## config.mk

```make
export PLATFORM = sky130hd
export DESIGN_NAME = l4_pseudo_header_checksum_core_flat
export DESIGN_NICKNAME = d
export VERILOG_FILES = /design/src/hdl/l4pc_pkg.sv /design/src/hdl/l4pc_if.sv /design/src/hdl/l4pc_in_stage.sv /design/src/hdl/l4pc_sum_engine.sv /design/src/hdl/l4pc_out_stage.sv /design/src/hdl/l4_pseudo_header_checksum_core.sv /design/src/flat_wrapper.sv
export SDC_FILE = /design/constraint.sdc
export NUM_CORES = 1
export LEC_CHECK = 0
export BUFFER_PORTS_ARGS = -buffer_cell sky130_fd_sc_hd__buf_2
export CORE_MARGIN = 2
export CORE_UTILIZATION = 44
export CTS_CLUSTER_DIAMETER = 200
export CTS_CLUSTER_SIZE = 8
export DETAILED_ROUTE_END_ITERATION = 16
export GPL_ROUTABILITY_DRIVEN = 0
export GPL_TIMING_DRIVEN = 0
export PLACE_DENSITY = 0.62
export SYNTH_ARGS = -nofsm -noshare
export SYNTH_HDL_FRONTEND = slang
export SYNTH_SLANG_ARGS = --single-unit
```

## constraint.sdc

```tcl
create_clock -name clk -period 25.2 [get_ports clk]
set_input_delay 3.78 -clock clk [delete_from_list [all_inputs] [get_ports clk]]
set_output_delay 3.78 -clock clk [all_outputs]
set_load 0.02 [all_outputs]
```

## src/hdl/l4pc_pkg.sv

```systemverilog
// ----------------------------------------------------------------------------
// l4pc_pkg: shared types and constants for the L4 pseudo header checksum core
// Mode codes, packet field offsets and the transaction payload types.
// ----------------------------------------------------------------------------
package l4pc_pkg;

    localparam logic [1:0] MODE_TCP4 = 2'd0;
    localparam logic [1:0] MODE_UDP4 = 2'd1;
    localparam logic [1:0] MODE_TCP6 = 2'd2;

    localparam logic [16:0] PROTO_TCP    = 17'h00006;
    localparam logic [16:0] PROTO_UDP    = 17'd17;
    localparam logic [5:0]  V4_MIN_HDR   = 6'd20;
    localparam logic [5:0]  V6_HDR       = 6'd40;
    localparam logic [15:0] V6_CS_OFFSET = 16'd56;
    localparam logic [15:0] UDP_CS_DELTA = 16'd6;
    localparam logic [15:0] TCP_CS_DELTA = 16'd16;
    localparam logic [15:0] LEN_MAX      = 16'hFFFF;

    typedef struct packed {
        logic [1:0] mode;
        logic [7:0] data_byte;
        logic       last_byte;
    } in_item_t;

    typedef struct packed {
        logic [15:0] checksum;
        logic [15:0] checksum_offset;
        logic        short_packet;
    } out_item_t;

endpackage

```

## src/hdl/l4pc_if.sv

```systemverilog
// ----------------------------------------------------------------------------
// l4pc_if: valid/ready channels of the L4 pseudo header checksum core
// Packet byte channel and checksum result channel.
// ----------------------------------------------------------------------------
interface l4pc_byte_if;
    logic       valid;
    logic       ready;
    logic [1:0] mode;
    logic [7:0] data_byte;
    logic       last_byte;

    modport source (output valid, output mode, output data_byte, output last_byte,
                    input ready);
    modport sink   (input valid, input mode, input data_byte, input last_byte,
                    output ready);
endinterface

interface l4pc_result_if;
    logic        valid;
    logic        ready;
    logic [15:0] checksum;
    logic [15:0] checksum_offset;
    logic        short_packet;

    modport source (output valid, output checksum, output checksum_offset,
                    output short_packet, input ready);
    modport sink   (input valid, input checksum, input checksum_offset,
                    input short_packet, output ready);
endinterface

```

## src/hdl/l4pc_in_stage.sv

```systemverilog
// ----------------------------------------------------------------------------
// l4pc_in_stage: input register
// Captures one packet byte transaction and holds it until the engine takes it.
// ----------------------------------------------------------------------------
module l4pc_in_stage (
    input  logic               clk,
    input  logic               rst_n,
    l4pc_byte_if.sink          pkt,
    input  logic               take,
    output logic               item_valid,
    output l4pc_pkg::in_item_t item
);

    logic               valid_reg;
    logic               valid_next;
    l4pc_pkg::in_item_t item_reg;
    logic               load;

    assign pkt.ready  = !valid_reg || take;
    assign load       = pkt.valid && pkt.ready;
    assign valid_next = load || (valid_reg && !take);

    always_ff @(posedge clk or negedge rst_n)
    begin
        if (!rst_n)
        begin
            valid_reg <= 1'b0;
        end
        else
        begin
            valid_reg <= valid_next;
        end
    end

    always_ff @(posedge clk)
    begin
        if (load)
        begin
            item_reg.mode      <= pkt.mode;
            item_reg.data_byte <= pkt.data_byte;
            item_reg.last_byte <= pkt.last_byte;
        end
    end

    assign item_valid = valid_reg;
    assign item       = item_reg;

endmodule

```

## src/hdl/l4pc_sum_engine.sv

```systemverilog
// ----------------------------------------------------------------------------
// l4pc_sum_engine: per-packet checksum state and single-pass byte update
// Folds pseudo header and segment words into a ones-complement sum.
// ----------------------------------------------------------------------------
module l4pc_sum_engine (
    input  logic                clk,
    input  logic                rst_n,
    input  logic                item_valid,
    input  l4pc_pkg::in_item_t  item,
    input  logic                out_free,
    output logic                take,
    output logic                res_load,
    output l4pc_pkg::out_item_t res
);

    logic [15:0] pos_reg,  pos_next;
    logic [16:0] sum_reg,  sum_next;
    logic [5:0]  hdr_reg,  hdr_next;
    logic [15:0] decl_reg, decl_next;
    logic [7:0]  held_reg, held_next;
    logic [1:0]  mode_reg, mode_next;

    logic        first;
    logic [1:0]  mode_eff;
    logic [5:0]  hdr_eff;
    logic [5:0]  hdr_v4;
    logic [15:0] decl_eff;
    logic [16:0] sum_eff;
    logic        v6;
    logic        udp;
    logic [15:0] cs_off;
    logic        at_cs;
    logic [7:0]  v;
    logic [15:0] w;
    logic [15:0] q;
    logic [15:0] hdr16;
    logic        add_en;
    logic [15:0] add_val;
    logic [15:0] decl_upd;
    logic [16:0] v6_end;
    logic [17:0] raw_sum;
    logic [16:0] sum_upd;
    logic [16:0] fin_fold;
    logic [15:0] csum;
    logic [15:0] pos_inc;

    // hold while a final byte would overwrite an untaken result
    assign take     = item_valid && (!item.last_byte || out_free);
    assign res_load = take && item.last_byte;

    assign first    = (pos_reg == 16'd0);
    assign mode_eff = first ? ((item.mode inside {l4pc_pkg::MODE_TCP4, l4pc_pkg::MODE_UDP4,
                                                  l4pc_pkg::MODE_TCP6})
                               ? item.mode : l4pc_pkg::MODE_TCP4)
                            : mode_reg;
    assign v6       = (mode_eff == l4pc_pkg::MODE_TCP6);
    assign udp      = (mode_eff == l4pc_pkg::MODE_UDP4);
    assign hdr_v4   = ({item.data_byte[3:0], 2'b00} < l4pc_pkg::V4_MIN_HDR)
                      ? l4pc_pkg::V4_MIN_HDR : {item.data_byte[3:0], 2'b00};
    assign hdr_eff  = first ? (v6 ? l4pc_pkg::V6_HDR : hdr_v4) : hdr_reg;
    assign decl_eff = first ? l4pc_pkg::LEN_MAX : decl_reg;
    assign sum_eff  = first ? (udp ? l4pc_pkg::PROTO_UDP : l4pc_pkg::PROTO_TCP) : sum_reg;
    assign hdr16    = {10'd0, hdr_eff};

    assign cs_off = v6  ? l4pc_pkg::V6_CS_OFFSET
                  : udp ? hdr16 + l4pc_pkg::UDP_CS_DELTA
                        : hdr16 + l4pc_pkg::TCP_CS_DELTA;

    // checksum field counts as zero
    assign at_cs = (pos_reg == cs_off) || ({1'b0, pos_reg} == ({1'b0, cs_off} + 17'd1));
    assign v     = at_cs ? 8'd0 : item.data_byte;
    assign w     = {held_reg, v};
    assign q     = pos_reg - 16'd1;
    assign v6_end = 17'd40 + {1'b0, w};

    always_comb
    begin
        add_en   = 1'b0;
        add_val  = 16'd0;
        decl_upd = decl_eff;
        if (!pos_reg[0])
        begin
            // odd-length segment: pad the final byte
            if ((pos_reg >= hdr16) && (({1'b0, pos_reg} + 17'd1) == {1'b0, decl_eff}))
            begin
                add_en  = 1'b1;
                add_val = {v, 8'd0};
            end
        end
        else
        begin
            if (!v6 && (q >= 16'd12) && (pos_reg <= 16'd19))
            begin
                add_en  = 1'b1;
                add_val = w;
            end
            else if (v6 && (q >= 16'd8) && (pos_reg <= 16'd39))
            begin
                add_en  = 1'b1;
                add_val = w;
            end
            else if ((q >= hdr16) && (pos_reg < decl_eff))
            begin
                add_en  = 1'b1;
                add_val = w;
            end
            else if (!v6 && (pos_reg == 16'd3))
            begin
                if (w >= hdr16)
                begin
                    decl_upd = w;
                    add_en   = 1'b1;
                    add_val  = w - hdr16;
                end
                else
                begin
                    decl_upd = hdr16;
                end
            end
            else if (v6 && (pos_reg == 16'd5))
            begin
                decl_upd = v6_end[16] ? l4pc_pkg::LEN_MAX : v6_end[15:0];
                add_en   = 1'b1;
                add_val  = w;
            end
        end
    end

    assign raw_sum  = {1'b0, sum_eff} + {2'b00, add_val};
    assign sum_upd  = add_en ? ({1'b0, raw_sum[15:0]} + {15'd0, raw_sum[17:16]}) : sum_eff;
    assign pos_inc  = (pos_reg == l4pc_pkg::LEN_MAX) ? pos_reg : pos_reg + 16'd1;
    assign fin_fold = {1'b0, sum_upd[15:0]} + {16'd0, sum_upd[16]};
    assign csum     = ~fin_fold[15:0];

    assign res.checksum        = (udp && (csum == 16'd0)) ? 16'hFFFF : csum;
    assign res.checksum_offset = cs_off;
    assign res.short_packet    = (pos_inc < decl_upd);

    always_comb
    begin
        pos_next  = pos_reg;
        sum_next  = sum_reg;
        hdr_next  = hdr_reg;
        decl_next = decl_reg;
        held_next = held_reg;
        mode_next = mode_reg;
        if (take)
        begin
            if (item.last_byte)
            begin
                // drop all per-packet state after the result
                pos_next  = 16'd0;
                sum_next  = 17'd0;
                hdr_next  = 6'd0;
                decl_next = 16'd0;
                held_next = 8'd0;
                mode_next = l4pc_pkg::MODE_TCP4;
            end
            else
            begin
                pos_next  = pos_inc;
                sum_next  = sum_upd;
                hdr_next  = hdr_eff;
                decl_next = decl_upd;
                held_next = pos_reg[0] ? held_reg : v;
                mode_next = mode_eff;
            end
        end
    end

    always_ff @(posedge clk or negedge rst_n)
    begin
        if (!rst_n)
        begin
            pos_reg  <= 16'd0;
            sum_reg  <= 17'd0;
            hdr_reg  <= 6'd0;
            decl_reg <= 16'd0;
            held_reg <= 8'd0;
            mode_reg <= l4pc_pkg::MODE_TCP4;
        end
        else
        begin
            pos_reg  <= pos_next;
            sum_reg  <= sum_next;
            hdr_reg  <= hdr_next;
            decl_reg <= decl_next;
            held_reg <= held_next;
            mode_reg <= mode_next;
        end
    end

endmodule

```

## src/hdl/l4pc_out_stage.sv

```systemverilog
// ----------------------------------------------------------------------------
// l4pc_out_stage: result register
// Holds one checksum result transaction until the consumer takes it.
// ----------------------------------------------------------------------------
module l4pc_out_stage (
    input  logic                clk,
    input  logic                rst_n,
    input  logic                load,
    input  l4pc_pkg::out_item_t res,
    output logic                out_free,
    l4pc_result_if.source       rsl
);

    logic                valid_reg;
    logic                valid_next;
    l4pc_pkg::out_item_t res_reg;

    assign out_free   = !valid_reg || rsl.ready;
    assign valid_next = load || (valid_reg && !rsl.ready);

    always_ff @(posedge clk or negedge rst_n)
    begin
        if (!rst_n)
        begin
            valid_reg <= 1'b0;
        end
        else
        begin
            valid_reg <= valid_next;
        end
    end

    always_ff @(posedge clk)
    begin
        if (load)
        begin
            res_reg <= res;
        end
    end

    assign rsl.valid           = valid_reg;
    assign rsl.checksum        = res_reg.checksum;
    assign rsl.checksum_offset = res_reg.checksum_offset;
    assign rsl.short_packet    = res_reg.short_packet;

endmodule

```

## src/hdl/l4_pseudo_header_checksum_core.sv

```systemverilog
// ----------------------------------------------------------------------------
// l4_pseudo_header_checksum_core: TCP/UDP transport checksum generator
// Throughput: one packet byte per clock; the byte update is a single pass.
// A final byte waits in the input register while an untaken result is held.
// Result path: the last byte is captured in the input register, then its
// result is loaded into the result register and held there until taken.
// Reset: asynchronous, active low; clears all packet state and both stages.
// ----------------------------------------------------------------------------
module l4_pseudo_header_checksum_core (
    input  logic          clk,
    input  logic          rst_n,
    l4pc_byte_if.sink     pkt,
    l4pc_result_if.source rsl
);

    logic                item_valid;
    l4pc_pkg::in_item_t  item;
    logic                take;
    logic                out_free;
    logic                res_load;
    l4pc_pkg::out_item_t res;

    l4pc_in_stage u_in_stage (
        .clk        (clk),
        .rst_n      (rst_n),
        .pkt        (pkt),
        .take       (take),
        .item_valid (item_valid),
        .item       (item)
    );

    l4pc_sum_engine u_sum_engine (
        .clk        (clk),
        .rst_n      (rst_n),
        .item_valid (item_valid),
        .item       (item),
        .out_free   (out_free),
        .take       (take),
        .res_load   (res_load),
        .res        (res)
    );

    l4pc_out_stage u_out_stage (
        .clk      (clk),
        .rst_n    (rst_n),
        .load     (res_load),
        .res      (res),
        .out_free (out_free),
        .rsl      (rsl)
    );

endmodule

```

## src/flat_wrapper.sv

```systemverilog
// flat-port wrapper written by rule: the top's interface ports become plain ports
module l4_pseudo_header_checksum_core_flat 
  (clk, rst_n, pkt_valid, pkt_mode, pkt_data_byte, pkt_last_byte, pkt_ready, rsl_valid, rsl_checksum, rsl_checksum_offset, rsl_short_packet, rsl_ready);
  l4pc_byte_if pkt_i ();
  l4pc_result_if rsl_i ();
  input  logic clk;
  input  logic rst_n;
  input wire logic [$bits(pkt_i.valid)-1:0] pkt_valid;
  input wire logic [$bits(pkt_i.mode)-1:0] pkt_mode;
  input wire logic [$bits(pkt_i.data_byte)-1:0] pkt_data_byte;
  input wire logic [$bits(pkt_i.last_byte)-1:0] pkt_last_byte;
  output wire logic [$bits(pkt_i.ready)-1:0] pkt_ready;
  output wire logic [$bits(rsl_i.valid)-1:0] rsl_valid;
  output wire logic [$bits(rsl_i.checksum)-1:0] rsl_checksum;
  output wire logic [$bits(rsl_i.checksum_offset)-1:0] rsl_checksum_offset;
  output wire logic [$bits(rsl_i.short_packet)-1:0] rsl_short_packet;
  input wire logic [$bits(rsl_i.ready)-1:0] rsl_ready;
  assign pkt_i.valid = pkt_valid;
  assign pkt_i.mode = pkt_mode;
  assign pkt_i.data_byte = pkt_data_byte;
  assign pkt_i.last_byte = pkt_last_byte;
  assign pkt_ready = pkt_i.ready;
  assign rsl_valid = rsl_i.valid;
  assign rsl_checksum = rsl_i.checksum;
  assign rsl_checksum_offset = rsl_i.checksum_offset;
  assign rsl_short_packet = rsl_i.short_packet;
  assign rsl_i.ready = rsl_ready;
  l4_pseudo_header_checksum_core u_core (.clk(clk), .rst_n(rst_n), .pkt(pkt_i), .rsl(rsl_i));
endmodule
```

# After elaboration in Yosys (flattened, before gate mapping)
# Index checks and enable logic that the tools add are counted.
dict set report classes {
  n_eq_ne 11
  n_bitwise 1
  div_mod_pow 0
  n_reduce_logical 31
  addsub 11
  n_mul 0
  order_cmp 10
  muxes 44
  shifts 0
}
# cell count
set ops {}
lappend ops {{two-way mux 16 bit} 20}
lappend ops {{two-way mux 17 bit} 3}
lappend ops {{>= comparator 16 x 6 -> 1 bit} 3}
lappend ops {{>= comparator 16 x 4 -> 1 bit (second input constant)} 2}
lappend ops {{logical NOT 16 bit} 2}
lappend ops {{< comparator 16 bit} 2}
lappend ops {{two-way mux 6 bit} 4}
lappend ops {{two-way mux 8 bit} 3}
lappend ops {{adder 17 x 16 -> 18 bit} 1}
lappend ops {{adder 16 x 1 -> 17 bit (second input constant)} 1}
lappend ops {{adder 16 x 2 -> 17 bit} 1}
lappend ops {{adder 6 x 16 -> 17 bit (first input constant)} 1}
lappend ops {{equality test 17 x 16 -> 1 bit} 1}
lappend ops {{adder 16 x 1 -> 16 bit} 1}
lappend ops {{adder 16 x 1 -> 16 bit (second input constant)} 1}
lappend ops {{equality test 16 bit (second input constant)} 1}
lappend ops {{equality test 16 x 2 -> 1 bit (second input constant)} 1}
lappend ops {{equality test 16 x 3 -> 1 bit (second input constant)} 1}
lappend ops {{equality test 16 x 7 -> 1 bit} 1}
lappend ops {{equality test 16 x 8 -> 1 bit} 1}
lappend ops {{less-or-equal comparator 16 x 5 -> 1 bit (second input constant)} 1}
lappend ops {{less-or-equal comparator 16 x 6 -> 1 bit (second input constant)} 1}
lappend ops {{NOT 16 bit} 1}
lappend ops {{subtractor 16 x 1 -> 16 bit (second input constant)} 1}
lappend ops {{18 further kinds} 53}
dict set report totals {
  mem_count 0
  register_bits 111
  inputBits 15
  output_inout_bits 35
  mem_bits_ro 0
  elab_cells 122
  mem_bits_rw 0
  latch_bits 0
}

# Depth between registers and ports, before layout
# Gate-level depths: netlist (run 1).
dict set report depth {
  depth_word 28
  mapped_depth 73
  ltp_nobuf 66
}

# By module
# From an unflattened synthesis (run 1), not the netlist that was laid out.
dict set report hier_totals {
  cells_unflattened 1346
  area_unflattened_um2 10906.7
}
# mod n_inst area_per_inst_um2 cells_each seq_area_each_um2
set by_module_without_submodules {}
lappend by_module_without_submodules {l4pc_sum_engine 1 9484.1 1295 1626.6}
lappend by_module_without_submodules {l4pc_out_stage 1 1038.5 36 1016.0}
lappend by_module_without_submodules {l4pc_in_stage 1 384.1 15 355.3}

# Least setup slack after synthesis (run 1)
# OpenSTA, ideal clock, no wires.
dict set report synth_path {
  path_type {register to register}
  from {reg u_core.u_sum_engine.pos_reg[0]}
  to {reg u_core.u_out_stage.res_reg (netlist bit u_core.u_out_stage.rsl.checksum[14]) (data pin)}
  t_arrival_ns 13.342
  synth_period_minus_slack_ns 13.492
  required_time_ns 25.050
  setup_time_ns 0.150
  stages_incl_launch_ff 68
  slack_ns 11.708
  path_buffers 9
  path_cell_list {dfrtp_1 > buf_1 > clkinv_1 > clkbuf_1 > ha_1 > buf_2 > nor3b_1 > nand4_2 > buf_6 > clkbuf_1 > clkbuf_1 > nand2_1 > ha_1 > or4bb_1 > o211ai_1 > nor2_1 > a211oi_2 > nand4b_1 > [32 not listed] > nor3_1 > nand3_1 > nor2_1 > nand2_1 > nor3_1 > nand3_1 > o21ai_0 > ha_1 > ha_1 > nand3_1 > or4b_2 > nor2_1 > nand2_1 > xor2_1 > o41ai_1 > nand4_2 > buf_6 > o211ai_2}
}
dict set report synth_via {
  elab_chain_cells 26
  word_cells_on_any_way 64
  cone_classes {add/sub: 9; order compare: 8; eq/ne: 7; mux: 26; bitwise: 1; reduce/logical: 13}
}
# item line
set synth_lines {}
lappend synth_lines {{from (decl)} l4pc_sum_engine.sv:16} ;# logic [15:0] pos_reg, pos_next;
lappend synth_lines {{from (signal assigned)} l4pc_sum_engine.sv:184} ;# pos_reg <= pos_next;
lappend synth_lines {{logical NOT 16 bit} l4pc_sum_engine.sv:51} ;# assign first = (pos_reg == 16'd0);
lappend synth_lines {{two-way mux 2 bit} l4pc_sum_engine.sv:52} ;# assign mode_eff = first ? ((item.mode inside {l4pc_pkg::MODE_TCP4, l4pc_pkg::MODE_UDP4,
lappend synth_lines {{equality test 2 bit} l4pc_sum_engine.sv:56} ;# assign v6 = (mode_eff == l4pc_pkg::MODE_TCP6);
lappend synth_lines {{two-way mux 6 bit (2 in series)} l4pc_sum_engine.sv:60} ;# assign hdr_eff = first ? (v6 ? l4pc_pkg::V6_HDR : hdr_v4) : hdr_reg;
lappend synth_lines {{adder 6 x 5 -> 7 bit or adder 6 x 3 -> 7 bit (tied branches)} {l4pc_sum_engine.sv:67, l4pc_sum_engine.sv:66}}
lappend synth_lines {{two-way mux 7 bit} l4pc_sum_engine.sv:66} ;# : udp ? hdr16 + l4pc_pkg::UDP_CS_DELTA
lappend synth_lines {{two-way mux 7 bit} l4pc_sum_engine.sv:65} ;# assign cs_off = v6 ? l4pc_pkg::V6_CS_OFFSET
lappend synth_lines {{adder 7 x 1 -> 8 bit} l4pc_sum_engine.sv:70} ;# assign at_cs = (pos_reg == cs_off) || ({1'b0, pos_reg} == ({1'b0, cs_off} + 17'd1));
lappend synth_lines {{[9 not listed]} --}
lappend synth_lines {{two-way mux 16 bit} l4pc_sum_engine.sv:81} ;# if (!pos_reg[0])
lappend synth_lines {{adder 17 x 16 -> 18 bit} l4pc_sum_engine.sv:129} ;# assign raw_sum = {1'b0, sum_eff} + {2'b00, add_val};
lappend synth_lines {{adder 16 x 2 -> 17 bit} l4pc_sum_engine.sv:130} ;# assign sum_upd = add_en ? ({1'b0, raw_sum[15:0]} + {15'd0, raw_sum[17:16]}) : sum_eff;
lappend synth_lines {{two-way mux 17 bit} l4pc_sum_engine.sv:130}
lappend synth_lines {{adder 16 x 1 -> 16 bit} l4pc_sum_engine.sv:132} ;# assign fin_fold = {1'b0, sum_upd[15:0]} + {16'd0, sum_upd[16]};
lappend synth_lines {{NOT 16 bit} l4pc_sum_engine.sv:133} ;# assign csum = ~fin_fold[15:0];
lappend synth_lines {{logical NOT 16 bit} l4pc_sum_engine.sv:135} ;# assign res.checksum = (udp && (csum == 16'd0)) ? 16'hFFFF : csum;
lappend synth_lines {{logical AND 1 bit} l4pc_sum_engine.sv:135}
lappend synth_lines {{to (signal assigned)} l4pc_out_stage.sv:37} ;# res_reg <= res;
lappend synth_lines {{to (decl)} l4pc_out_stage.sv:16} ;# l4pc_pkg::out_item_t res_reg;
# Several ways; a longest one is shown, not always the timed one.
# A chain may end at the register's enable or synchronous reset.

# Final worst setup path (run 1)
dict set report layout_path {
  from {reg u_core.u_sum_engine.pos_reg[0]}
  to {reg u_core.u_out_stage.res_reg (netlist bit u_core.u_out_stage.rsl.checksum[11]) (data pin)}
}
# The elaborated chain is that of the path after synthesis.

==> flow_metrics.tcl, run 1 <==
set metrics [dict create \
    status "finished, final reports clean" \
    first_global_vias 9434 \
    synth_top_family_by_area "simple AND/OR/NAND/NOR gates" \
    initial_antenna_violation_count 0 \
    sequential_cell_area_mm2 0.002728 \
    worstSetupEndpointType "register" \
    synth-adder-area-share_pct 9.474 \
    largest_reg_flops 17 \
    hold_path_sink "u_core.u_sum_engine.decl_reg[11]" \
    routed_via_density 6.149 \
    fin_worst_hold_slack_ns 0.4895 \
    dieWidth_um 158.4 \
    die_boundary_height_um 158.4 \
    detailed_place_hpwl_um 27800 \
    pin_count 50 \
    power_per_cell_area_mw_per_mm2 70.92 \
    dr_total_vias 10349 \
    h-tree-depth 3 \
    regToRegSetupSlack_ns 7.70 \
    finalCritPeriodShare_pct 69.45 \
    arrival_time_of_the_worst_setup_path_ns 17.72 \
    multiInputGateArea_mm2 0.007191 \
    placement_rows 56 \
    synth_mux_area_share_pct 2.064 \
    largest_net_degree_at_the_start_of_global_routing 60 \
    synth_compound_gate_area_share_pct 23.34 \
    synth_to_final_area_change_pct 9.306 \
    post_synth_instance_area_mm2 0.01049 \
    timing.critical_path.required_ns 25.42 \
    synthArstFlopShare_pct 65.69 \
    grt_pass1_wl_um 54520 \
    power.static_leakage_nw 4.881 \
    initial_core_util_pct 44.81 \
    crit_top_cell "sky130_fd_sc_hd__ha_1" \
    most_common_cell_after_layout_fill_and_taps_aside "sky130_fd_sc_hd__nand2_1" \
    post_synth_xor_area_fraction_pct 8.531 \
    synth.distinct_cells 100 \
    grt_use_total_pct 28.59 \
    tritoncts_clock_tree "yes" \
    number_of_hold_repair_buffers_added_at_the_cts_stage 0 \
    n_fill_cell 2350 \
    critPathLaunchType "register" \
    cts_setup_buffers 0 \
    remaining_number_of_nets_flagged_by_the_antenna_check_after_routing 0 \
    post_synth_and_or_nand_nor_area_fraction_pct 24.84 \
    worstPathBufferInverterCount 14 \
    path_delay_family "simple AND/OR/NAND/NOR gates" \
    post_cts_resize_count 0 \
    nNetsFinal 1450 \
    period_minus_slack_ns 17.50 \
    reg2reg_depth 68 \
    syn-mean-instance-area_um2 8.073 \
    maxClockFrequency_mhz 57.14 \
    synth_warnings 0 \
    routedWlPerCell_um 21.22 \
    peakVddDrop_uv 29.88 \
    worst_path_max_delay_cell "sky130_fd_sc_hd__or4b_2" \
    numPortBuffers 40 \
    initialDrtViolationCount 1119 \
    drt_drc_violations_left 0 \
    clkSlewWorstSetupHoldPaths_ns 0.09 \
    final-max-slew-violation-count 0 \
    grt_remaining_overflow 0 \
    synth_flop_cell "sky130_fd_sc_hd__dfrtp_1" \
    grt_setup_unrepaired "false" \
    latest_clock_arrival_within_the_worst_skew_pair_ns 0.38 \
    overall_die_area_mm2 0.02508 \
    critical_path.reg2reg.endpoint "u_core.u_out_stage.rsl.checksum[11]" \
    seq_area_frac_synth_pct 26.01 \
    drive_above_1_share_pct 10.04 \
    post-synth-top-area-fraction_pct 15.99 \
    timing.slew.headroom_pct 10.45 \
    cts.sinks 102 \
    drt-total-wl_um 35710 \
    end_of_flow_core_utilization_pct 48.98 \
    drt-pass1-iter-count 8 \
    worst_pin_slew_ns 1.343 \
    finClkSkew_ns 0.01132 \
    yosys_register_bits 102 \
    cts_inserted_buffers 9 \
    min_path_cells 2 \
    crit_fanout 12 \
    critPathMaxStageDelay_ns 0.67 \
    synthTopCellsByArea "sky130_fd_sc_hd__dfrtp_1 (16%), sky130_fd_sc_hd__edfxtp_1 (10%), sky130_fd_sc_hd__ha_1 (8.7%)" \
    clockRootBuffer "sky130_fd_sc_hd__clkbuf_16" \
    hold_viol 0 \
    most-common-layout-cells "sky130_fd_sc_hd__nand2_1 (153), sky130_fd_sc_hd__nor2_1 (111), sky130_fd_sc_hd__o21ai_0 (78), sky130_fd_sc_hd__ha_1 (73), sky130_fd_sc_hd__dfrtp_1 (67)" \
    maximum_capacitance_violations 0 \
    synthDominantAreaCellType "sky130_fd_sc_hd__dfrtp_1" \
    r2r-start "u_core.u_sum_engine.pos_reg[0]" \
    setup.worst_path.class "reg -> reg" \
    tns_ns 0 \
    setup_violations 0 \
    num_antenna_cells 0 \
    worstHoldPathType "reg -> reg" \
    min_from "u_core.u_sum_engine.decl_reg[11]" \
    core-area_mm2 0.02340 \
    synth_enable_flop_cells 35 \
    syn_inst 1299 \
    cts_buffer_depth 2 \
]
==> power breakdown <==
| part | internal, W | leakage (nW) | switching [W] |
|---|---|---|---|
| registers | 0.000197 | 1.21 | 0.0000194 |
| clock network | 0.0000716 | 0.152 | 0.0000809 |
| logic | 0.000155 | 3.52 | 0.000289 |
| total | 0.000424 | 4.88 | 0.000389 |
==> worst min-delay path, stage by stage (launching register included) <==
cell and delay [ns]:
sky130_fd_sc_hd__dfrtp_1 0.35, sky130_fd_sc_hd__nand2_1 0.05, sky130_fd_sc_hd__o21ai_0 0.06
==> metal layers <==
layer | vias up | global-route usage, % | wire (um)
met5 | - | 0 | 0
met4 | 0 | 8.923 | 859
met3 | 66 | 5.416 | 3289
met2 | 539 | 42.82 | 15180
met1 | 4865 | 41.48 | 16380
li1 | 4879 | - | -
==> how the worst max path moves through the flow <==
stage                                                endpoint  cells after the start                      startpoint
after floorplan           u_core.u_out_stage.rsl.checksum[14]                     67  u_core.u_sum_engine.pos_reg[0]
after global placement     u_core.u_out_stage.rsl.checksum[9]                     67  u_core.u_sum_engine.pos_reg[0]
after detailed placement  u_core.u_out_stage.rsl.checksum[11]                     68  u_core.u_sum_engine.pos_reg[0]
after CTS                 u_core.u_out_stage.rsl.checksum[11]                     68  u_core.u_sum_engine.pos_reg[0]
after global routing      u_core.u_out_stage.rsl.checksum[11]                     68  u_core.u_sum_engine.pos_reg[0]
final                     u_core.u_out_stage.rsl.checksum[11]                     68  u_core.u_sum_engine.pos_reg[0]
==> cells by family (layout without fill, tap and decap cells) <==
family | count (synthesis) | after routing
buf+inv | 137 | 194
xor+xnor | 99 | 99
compound gates | 349 | 349
fa+ha+maj | 78 | 78
other cells | 1 | 9
flops | 102 | 102
simple gates | 512 | 512
mux | 21 | 21
==> synthesized netlist by cell type, drive strengths merged (8+ instances only) <==
cell type    n
o22ai       16
and2        13
nor2       112
nand4       20
nor2b       14
o211ai      16
a21oi       65
a32o         9
a22o        25
o21a        12
nand2b      21
clkbuf      56
a31oi       23
ha          73
and3        25
buf         31
dfrtp       67
xor2        33
mux2i       16
edfxtp      35
or3          8
o21ai       81
nor3        38
a21o        18
xnor2       64
or2         13
nand3       40
nand2      153
a211oi      14
inv         49
nor4        15
==> per-stage QoR <==
stage          total power [W]  cells  setup WS (ns)  instance area [um^2]
2_1_floorplan        0.0005240   1307          11.71                 10520
3_3_place_gp         0.0006414   1666          8.202                 11120
3_5_place_dp         0.0006469   1667          8.177                 11150
4_1_cts              0.0008017   1683          8.082                 11460
5_1_grt              0.0008607   1683          6.633                 11460
6_report             0.0008129   1683          7.699                 11460
==> final cells by class <==
type / count / share of cell area (%)
inverter: 50 / 1.637
clock buffer: 9 / 1.965
sequential: 102 / 23.80
multi-input combinational: 1068 / 62.73
tap: 319 / 3.482
buffer: 87 / 3.580
timing repair buffer: 41 / 2.009
clock inverter: 7 / 0.7969
Note: power is estimated with default switching activity, not from simulation.
==> inputs of run 2 (changes only) <==
Settings changed: ABC_AREA from default to 1, PLACE_DENSITY 0.62 to 0.65.
Clock period 25.2 ns to 14.65 ns, I/O delays scaled along.
==> run 2 against run 1 <==
  * The run now ends with capacitance limit left
  * Design area fell by 2.5%
  * Hold slack improved by 0.0026 ns
  * Synthesized cell count rose by 9.8%
  * Critical path type unchanged
  * Highest routed layer unchanged
==> flow_metrics.tcl, run 2 <==
set metrics [dict create \
    status "finished, violations left" \
    violated_checks "capacitance limit" \
    synth_top_family_by_area "simple AND/OR/NAND/NOR gates" \
    pin_count 50 \
    syn_inst 1426 \
    grt_use_total_pct 24.94 \
    critPathLaunchType "register" \
    synth_compound_gate_area_share_pct 15.37 \
    critical_path.reg2reg.endpoint "u_core.u_out_stage.rsl.checksum[15]" \
    remaining_number_of_nets_flagged_by_the_antenna_check_after_routing 0 \
    drt_drc_violations_left 0 \
    initialDrtViolationCount 806 \
    r2r-start "u_core.u_sum_engine.pos_reg[0]" \
    placed_area_mm2 0.01082 \
    critPathMaxStageDelay_ns 0.43 \
    worst_pin_slew_ns 1.455 \
    syn-mean-instance-area_um2 7.154 \
    initial_core_util_pct 44.92 \
    power_per_cell_area_mw_per_mm2 130.3 \
    first_global_vias 9105 \
    p_sw_share_pct 49.50 \
    grt_pass1_wl_um 47580 \
    synth_mux_area_share_pct 0 \
    num_antenna_cells 0 \
    largest_reg_flops 17 \
    cell_with_the_most_instances_after_synthesis "sky130_fd_sc_hd__nand2_1" \
    worst_path_max_delay_cell "sky130_fd_sc_hd__dfrtp_1" \
    overall_die_area_mm2 0.02442 \
    h-tree-depth 3 \
    period_minus_slack_ns 13.46 \
    dr_total_vias 9684 \
    peakVddDrop_uv 68.11 \
    tns_ns 0 \
    post_synth_and_or_nand_nor_area_fraction_pct 31.41 \
    tritoncts_clock_tree "yes" \
    final-max-slew-violation-count 0 \
    setup.worst_path.class "reg -> reg" \
    yosys_register_bits 102 \
    setup_violations 0 \
    hold_path_sink "u_core.u_sum_engine.decl_reg[3]" \
    dieWidth_um 156.3 \
    reg2reg_depth 88 \
    worstHoldPathType "reg -> reg" \
    drt-pass1-iter-count 5 \
    number_of_hold_repair_buffers_added_at_the_cts_stage 0 \
    clk_pwr_share_pct 17.0 \
    post_synth_xor_area_fraction_pct 5.838 \
    numPortBuffers 40 \
    synth_common_cells "sky130_fd_sc_hd__nand2_1 (283), sky130_fd_sc_hd__inv_1 (207), sky130_fd_sc_hd__nor2_1 (138), sky130_fd_sc_hd__o21ai_0 (84), sky130_fd_sc_hd__ha_1 (73)" \
    clkSlewWorstSetupHoldPaths_ns 0.08 \
    arrival_time_of_the_worst_setup_path_ns 13.59 \
    drive_above_1_share_pct 13.61 \
    core-area_mm2 0.02271 \
    latest_clock_arrival_within_the_worst_skew_pair_ns 0.37 \
    clockRootBuffer "sky130_fd_sc_hd__clkbuf_16" \
    timing.critical_path.required_ns 14.78 \
    hold_viol 0 \
    routed_via_density 5.450 \
    drt-total-wl_um 29660 \
    cellInternalPower_w 0.0007349 \
    min_path_cells 2 \
    post-synth-top-area-fraction_pct 16.44 \
    synth_warnings 0 \
    finClkSkew_ns 0.01137 \
    comb_power_share_pct 57.9 \
    regToRegSetupSlack_ns 1.19 \
    detailed_place_hpwl_um 23990 \
    most_common_cell_after_layout_fill_and_taps_aside "sky130_fd_sc_hd__nand2_1" \
    synth-adder-area-share_pct 9.542 \
    maximum_capacitance_violations 1 \
    grt_remaining_overflow 0 \
    power.sequential.fraction_pct 25.1 \
    timing.slew.headroom_pct 2.087 \
    post_synth_instance_area_mm2 0.01020 \
    min_from "u_core.u_sum_engine.decl_reg[3]" \
    cts_buffer_depth 2 \
    routedWlPerCell_um 16.69 \
    seq_area_frac_synth_pct 26.74 \
    nNetsFinal 1578 \
    fin_area_mm2 0.01117 \
    finalCritPeriodShare_pct 91.90 \
    worstSetupEndpointType "register" \
    p_switching_w 0.0007204 \
    cts_inserted_buffers 9 \
    power.static_leakage_nw 5.449 \
    synth_enable_flop_cells 35 \
    initial_antenna_violation_count 0 \
    largest_net_degree_at_the_start_of_global_routing 58 \
    synth.distinct_cells 63 \
    maxClockFrequency_mhz 74.27 \
    crit_fanout 12 \
    synthArstFlopShare_pct 65.69 \
    synth_to_final_area_change_pct 9.506 \
    cts.sinks 102 \
    synthDominantAreaCellType "sky130_fd_sc_hd__dfrtp_1" \
    synth_flop_cell "sky130_fd_sc_hd__dfrtp_1" \
    crit_top_cell "sky130_fd_sc_hd__nand2_1" \
    most-common-layout-cells "sky130_fd_sc_hd__nand2_1 (283), sky130_fd_sc_hd__inv_1 (207), sky130_fd_sc_hd__nor2_1 (137), sky130_fd_sc_hd__o21ai_0 (81), sky130_fd_sc_hd__ha_1 (72)" \
    die_boundary_height_um 156.3 \
    placement_rows 55 \
    synthTopCellsByArea "sky130_fd_sc_hd__dfrtp_1 (16%), sky130_fd_sc_hd__nand2_1 (10%), sky130_fd_sc_hd__edfxtp_1 (10%)" \
]
[run 2: changes by cell type after synthesis, moves of 21 or more]
| cell | before | now |
|---|---|---|
| sky130_fd_sc_hd__inv_1 | 48 | 207 |
| sky130_fd_sc_hd__nand2_1 | 153 | 283 |
| sky130_fd_sc_hd__xnor2_1 | 64 | 5 |
| sky130_fd_sc_hd__clkbuf_1 | 56 | 22 |
| sky130_fd_sc_hd__nand2_2 | 0 | 31 |
| sky130_fd_sc_hd__xor2_1 | 33 | 63 |
| sky130_fd_sc_hd__o22ai_1 | 15 | 43 |
| sky130_fd_sc_hd__nor2_1 | 111 | 138 |
| sky130_fd_sc_hd__and3_1 | 25 | 0 |
| sky130_fd_sc_hd__a22o_1 | 25 | 2 |
| sky130_fd_sc_hd__nand2b_1 | 21 | 0 |
[run 2: worst max-delay path: cells and delay by family, from the launching register on]
family / cells / cell delay, ns
DFF: 1 / 0.43
and+or+nand+nor: 43 / 5.36
xor gates and xnor gates: 2 / 0.38
buffers and inverters: 18 / 2.07
AOI/OAI and AO/OA: 15 / 2.32
adders and majority gates: 10 / 2.62
[run 2: layer usage]
layer / track usage [%] / part of all wire, %
met3: 4.043 / 7.3
met1: 35.23 / 47
met2: 39.06 / 43
met4: 7.820 / 2.4
met5: 0 / 0
[run 2: worst max-delay path by stage]
| stage | startpoint | endpoint | slack, ns |
|---|---|---|---|
| global route | u_core.u_sum_engine.pos_reg[0] | u_core.u_out_stage.rsl.checksum[15] | -0.003 |
| CTS | u_core.u_sum_engine.pos_reg[0] | u_core.u_out_stage.rsl.checksum[15] | 0.16 |
| finish | u_core.u_sum_engine.pos_reg[0] | u_core.u_out_stage.rsl.checksum[15] | 1.19 |
| floorplan | u_core.u_sum_engine.pos_reg[0] | u_core.u_out_stage.rsl.checksum[15] | 2.63 |
| detailed placement | u_core.u_sum_engine.pos_reg[0] | u_core.u_out_stage.rsl.checksum[15] | 0.19 |
| global placement | u_core.u_sum_engine.pos_reg[0] | u_core.u_out_stage.rsl.checksum[15] | 0.29 |
[run 2: cell type report]
cell class / count / area, um^2
Buffer: 46 / 294.0
Clock inverter: 7 / 63.81
Inverter: 222 / 838.3
Tap cell: 285 / 356.6
Timing Repair Buffer: 42 / 237.7
Fill cell: 2289 / 11540
Clock buffer: 9 / 225.2
Sequential cell: 102 / 2728
Multi-Input combinational cell: 1064 / 6427
[run 2: cell families after synthesis]
group,Yosys count
compound gates,260
other cells,1
flops,102
simple gates,651
xor+xnor,68
fa+ha+maj,76
buf+inv,268
[run 2: through the flow]
step           setup slack, ns  hold slack [ns]  util [%]  power (W)  instances
6_report                 1.186           0.4920     49.19   0.001455       1777
5_1_grt              -0.003039           0.5107     49.19   0.001572       1777
4_1_cts                 0.1603           0.4920     48.91   0.001440       1776
3_5_place_dp            0.1893           0.4735     47.64   0.001190       1760
3_3_place_gp            0.2898           0.4609     47.50   0.001175       1759
2_1_floorplan            2.630           0.4438         -  0.0009922       1434
[run 2: timing repair]
item / in CTS / in global routing
buffers inserted: 0 / 1
endpoints found under the setup margin: 0 / 16
resized for setup: 0 / 18
[run 2: power groups by stage]
| stage | Sequential, W | Combinational, W | Clock, W |
|---|---|---|---|
| 4_1_cts | 0.000364 | 0.000825 | 0.000252 |
| 6_report | 0.000365 | 0.000843 | 0.000248 |
| 3_5_place_dp | 0.000370 | 0.000820 | 0 |
| 2_1_floorplan | 0.000375 | 0.000617 | 0 |
| 5_1_grt | 0.000370 | 0.000941 | 0.000261 |
| 3_3_place_gp | 0.000369 | 0.000807 | 0 |
==> inputs of run 3 (changes only) <==
Settings changed: ABC_AREA 1 to default, PLACE_DENSITY 0.65 to default.
==> run 3 against run 2 <==
  * The flow now finishes without violations
  * Die area rose by 2.7%
  * Critical endpoint is now u_core.u_out_stage.rsl.checksum[2]
  * Setup slack got worse by 0.51 ns
  * Sequential cell count unchanged
==> flow_metrics.tcl, run 3 (synthesis gave the netlist of run 1 again) <==
set metrics [dict create \
    status "finished, final reports clean" \
    synth_to_final_area_change_pct 13.55 \
    maxClockFrequency_mhz 71.54 \
    cts_inserted_buffers 9 \
    setup_violations 0 \
    sequential_cell_area_mm2 0.002729 \
    detailed_place_hpwl_um 28010 \
    grt_pass1_wl_um 55090 \
    drt_drc_violations_left 0 \
    setup.worst_path.class "reg -> reg" \
    power_per_cell_area_mw_per_mm2 121.3 \
    grt_use_total_pct 28.99 \
    nNetsFinal 1464 \
    die_boundary_height_um 158.4 \
    setup_slack_ns 0.6725 \
    finalCritPeriodShare_pct 95.41 \
    drt-total-wl_um 36250 \
    overall_die_area_mm2 0.02508 \
    drive_above_1_share_pct 15.09 \
    peakVddDrop_uv 58.26 \
    regToRegSetupSlack_ns 0.67 \
    grt_remaining_overflow 0 \
    number_of_hold_repair_buffers_added_at_the_cts_stage 0 \
    routed_via_density 6.169 \
    core-area_mm2 0.02340 \
    worstSetupEndpointType "register" \
    final-max-slew-violation-count 0 \
    finClkSkew_ns 0.01624 \
    largest_reg_flops 17 \
    clockRootBuffer "sky130_fd_sc_hd__clkbuf_16" \
    worst_pin_slew_ns 1.314 \
    timing.critical_path.required_ns 14.89 \
    cts.sinks 102 \
    most_common_cell_after_layout_fill_and_taps_aside "sky130_fd_sc_hd__nand2_1" \
    initialDrtViolationCount 1043 \
    tritoncts_clock_tree "yes" \
    initial_antenna_violation_count 0 \
    worstHoldPathType "reg -> reg" \
    remaining_number_of_nets_flagged_by_the_antenna_check_after_routing 0 \
    power.static_leakage_nw 5.060 \
    most-common-layout-cells "sky130_fd_sc_hd__nand2_1 (150), sky130_fd_sc_hd__nor2_1 (108), sky130_fd_sc_hd__o21ai_0 (76), sky130_fd_sc_hd__ha_1 (66), sky130_fd_sc_hd__dfrtp_1 (66)" \
    routedWlPerCell_um 21.36 \
    num_antenna_cells 0 \
    hold_viol 0 \
    instances_no_fill 1697 \
    h-tree-depth 3 \
    end_of_flow_core_utilization_pct 50.88 \
    arrival_time_of_the_worst_setup_path_ns 14.21 \
    numPortBuffers 40 \
    initial_core_util_pct 44.81 \
    worst_path_max_delay_cell "sky130_fd_sc_hd__or4b_2" \
    placement_rows 56 \
    dieWidth_um 158.4 \
    post_placement_cell_count 1667 \
    latest_clock_arrival_within_the_worst_skew_pair_ns 0.37 \
    critPathMaxStageDelay_ns 0.68 \
    multiInputGateArea_mm2 0.007471 \
    largest_net_degree_at_the_start_of_global_routing 60 \
    dr_total_vias 10468 \
    maximum_capacitance_violations 0 \
    period_minus_slack_ns 13.98 \
    drt-pass1-iter-count 6 \
    setup_slack_at_placement_ns -2.468 \
    clkSlewWorstSetupHoldPaths_ns 0.08 \
    critPathLaunchType "register" \
    pin_count 50 \
    cts_buffer_depth 2 \
    timing.slew.headroom_pct 12.40 \
    first_global_vias 9367 \
    crit_fanout 12 \
    n_fill_cell 2412 \
]
-- run 3: power by group --
group          switching (W)  internal, W
clock network       0.000136     0.000124
logic               0.000516     0.000297
registers          0.0000333     0.000338
-- run 3: worst max-delay path: cells and delay by family, from the launching register on --
kind | cells | cell delay, ns
compound gates | 11 | 2.33
xor+xnor | 2 | 0.33
fa+ha+maj | 8 | 2.14
buf+inv | 11 | 1.88
flops | 1 | 0.46
mux | 2 | 0.51
simple gates | 31 | 6.15
-- run 3: stage by stage --
stage	power [W]	hold slack, ns	area [um^2]	TNS [ns]
final	0.001445	0.4868	11910	0
after floorplan	0.0009013	0.4484	10520	0
after detailed placement	0.001114	0.4701	11150	-38.43
after global routing	0.001533	0.5108	11910	-0.2483
after CTS	0.001383	0.4888	11570	0
after global placement	0.001108	0.4614	11120	-37.90
-- run 3: cell type report --
| cell class | count | area share [%] |
|---|---|---|
| inverter | 50 | 1.597 |
| clock inverter | 7 | 0.6830 |
| clock buffer | 9 | 1.891 |
| tap | 319 | 3.352 |
| timing repair buffer | 63 | 3.299 |
| multi-input combinational | 1068 | 62.74 |
| buffer | 79 | 3.520 |
| sequential | 102 | 22.92 |
-- run 3: timing repair --
item	in CTS	in global routing
endpoints found under the setup margin	16	16
gates resized for setup	30	49
buffers inserted	4	17
pin swaps	3	19
gates cloned	0	1
-- run 3: path summary, 6_finish.rpt --
kind / startpoint / endpoint / depth (start not counted)
hold reg to reg: u_core.u_sum_engine.decl_reg[6] / u_core.u_sum_engine.decl_reg[6] / 2
hold / removal: u_core.u_sum_engine.decl_reg[6] / u_core.u_sum_engine.decl_reg[6] / 2
setup / recovery: u_core.u_sum_engine.pos_reg[0] / u_core.u_out_stage.rsl.checksum[2] / 65
max in group asynchronous: rst_n / u_core.u_sum_engine.pos_reg[0] / 2
min in group asynchronous: rst_n / u_core.u_sum_engine.held_reg[6] / 1
setup reg to reg: u_core.u_sum_engine.pos_reg[0] / u_core.u_out_stage.rsl.checksum[2] / 65
-- run 3: layer usage --
| metal | up-vias | GRT usage, % | part of all wire, % |
|---|---|---|---|
| met5 | - | 0 | 0 |
| met4 | 0 | 8.923 | 2.6 |
| met3 | 56 | 5.226 | 9.6 |
| met2 | 517 | 41.97 | 42 |
| met1 | 4999 | 43.46 | 46 |
| li1 | 4896 | - | - |
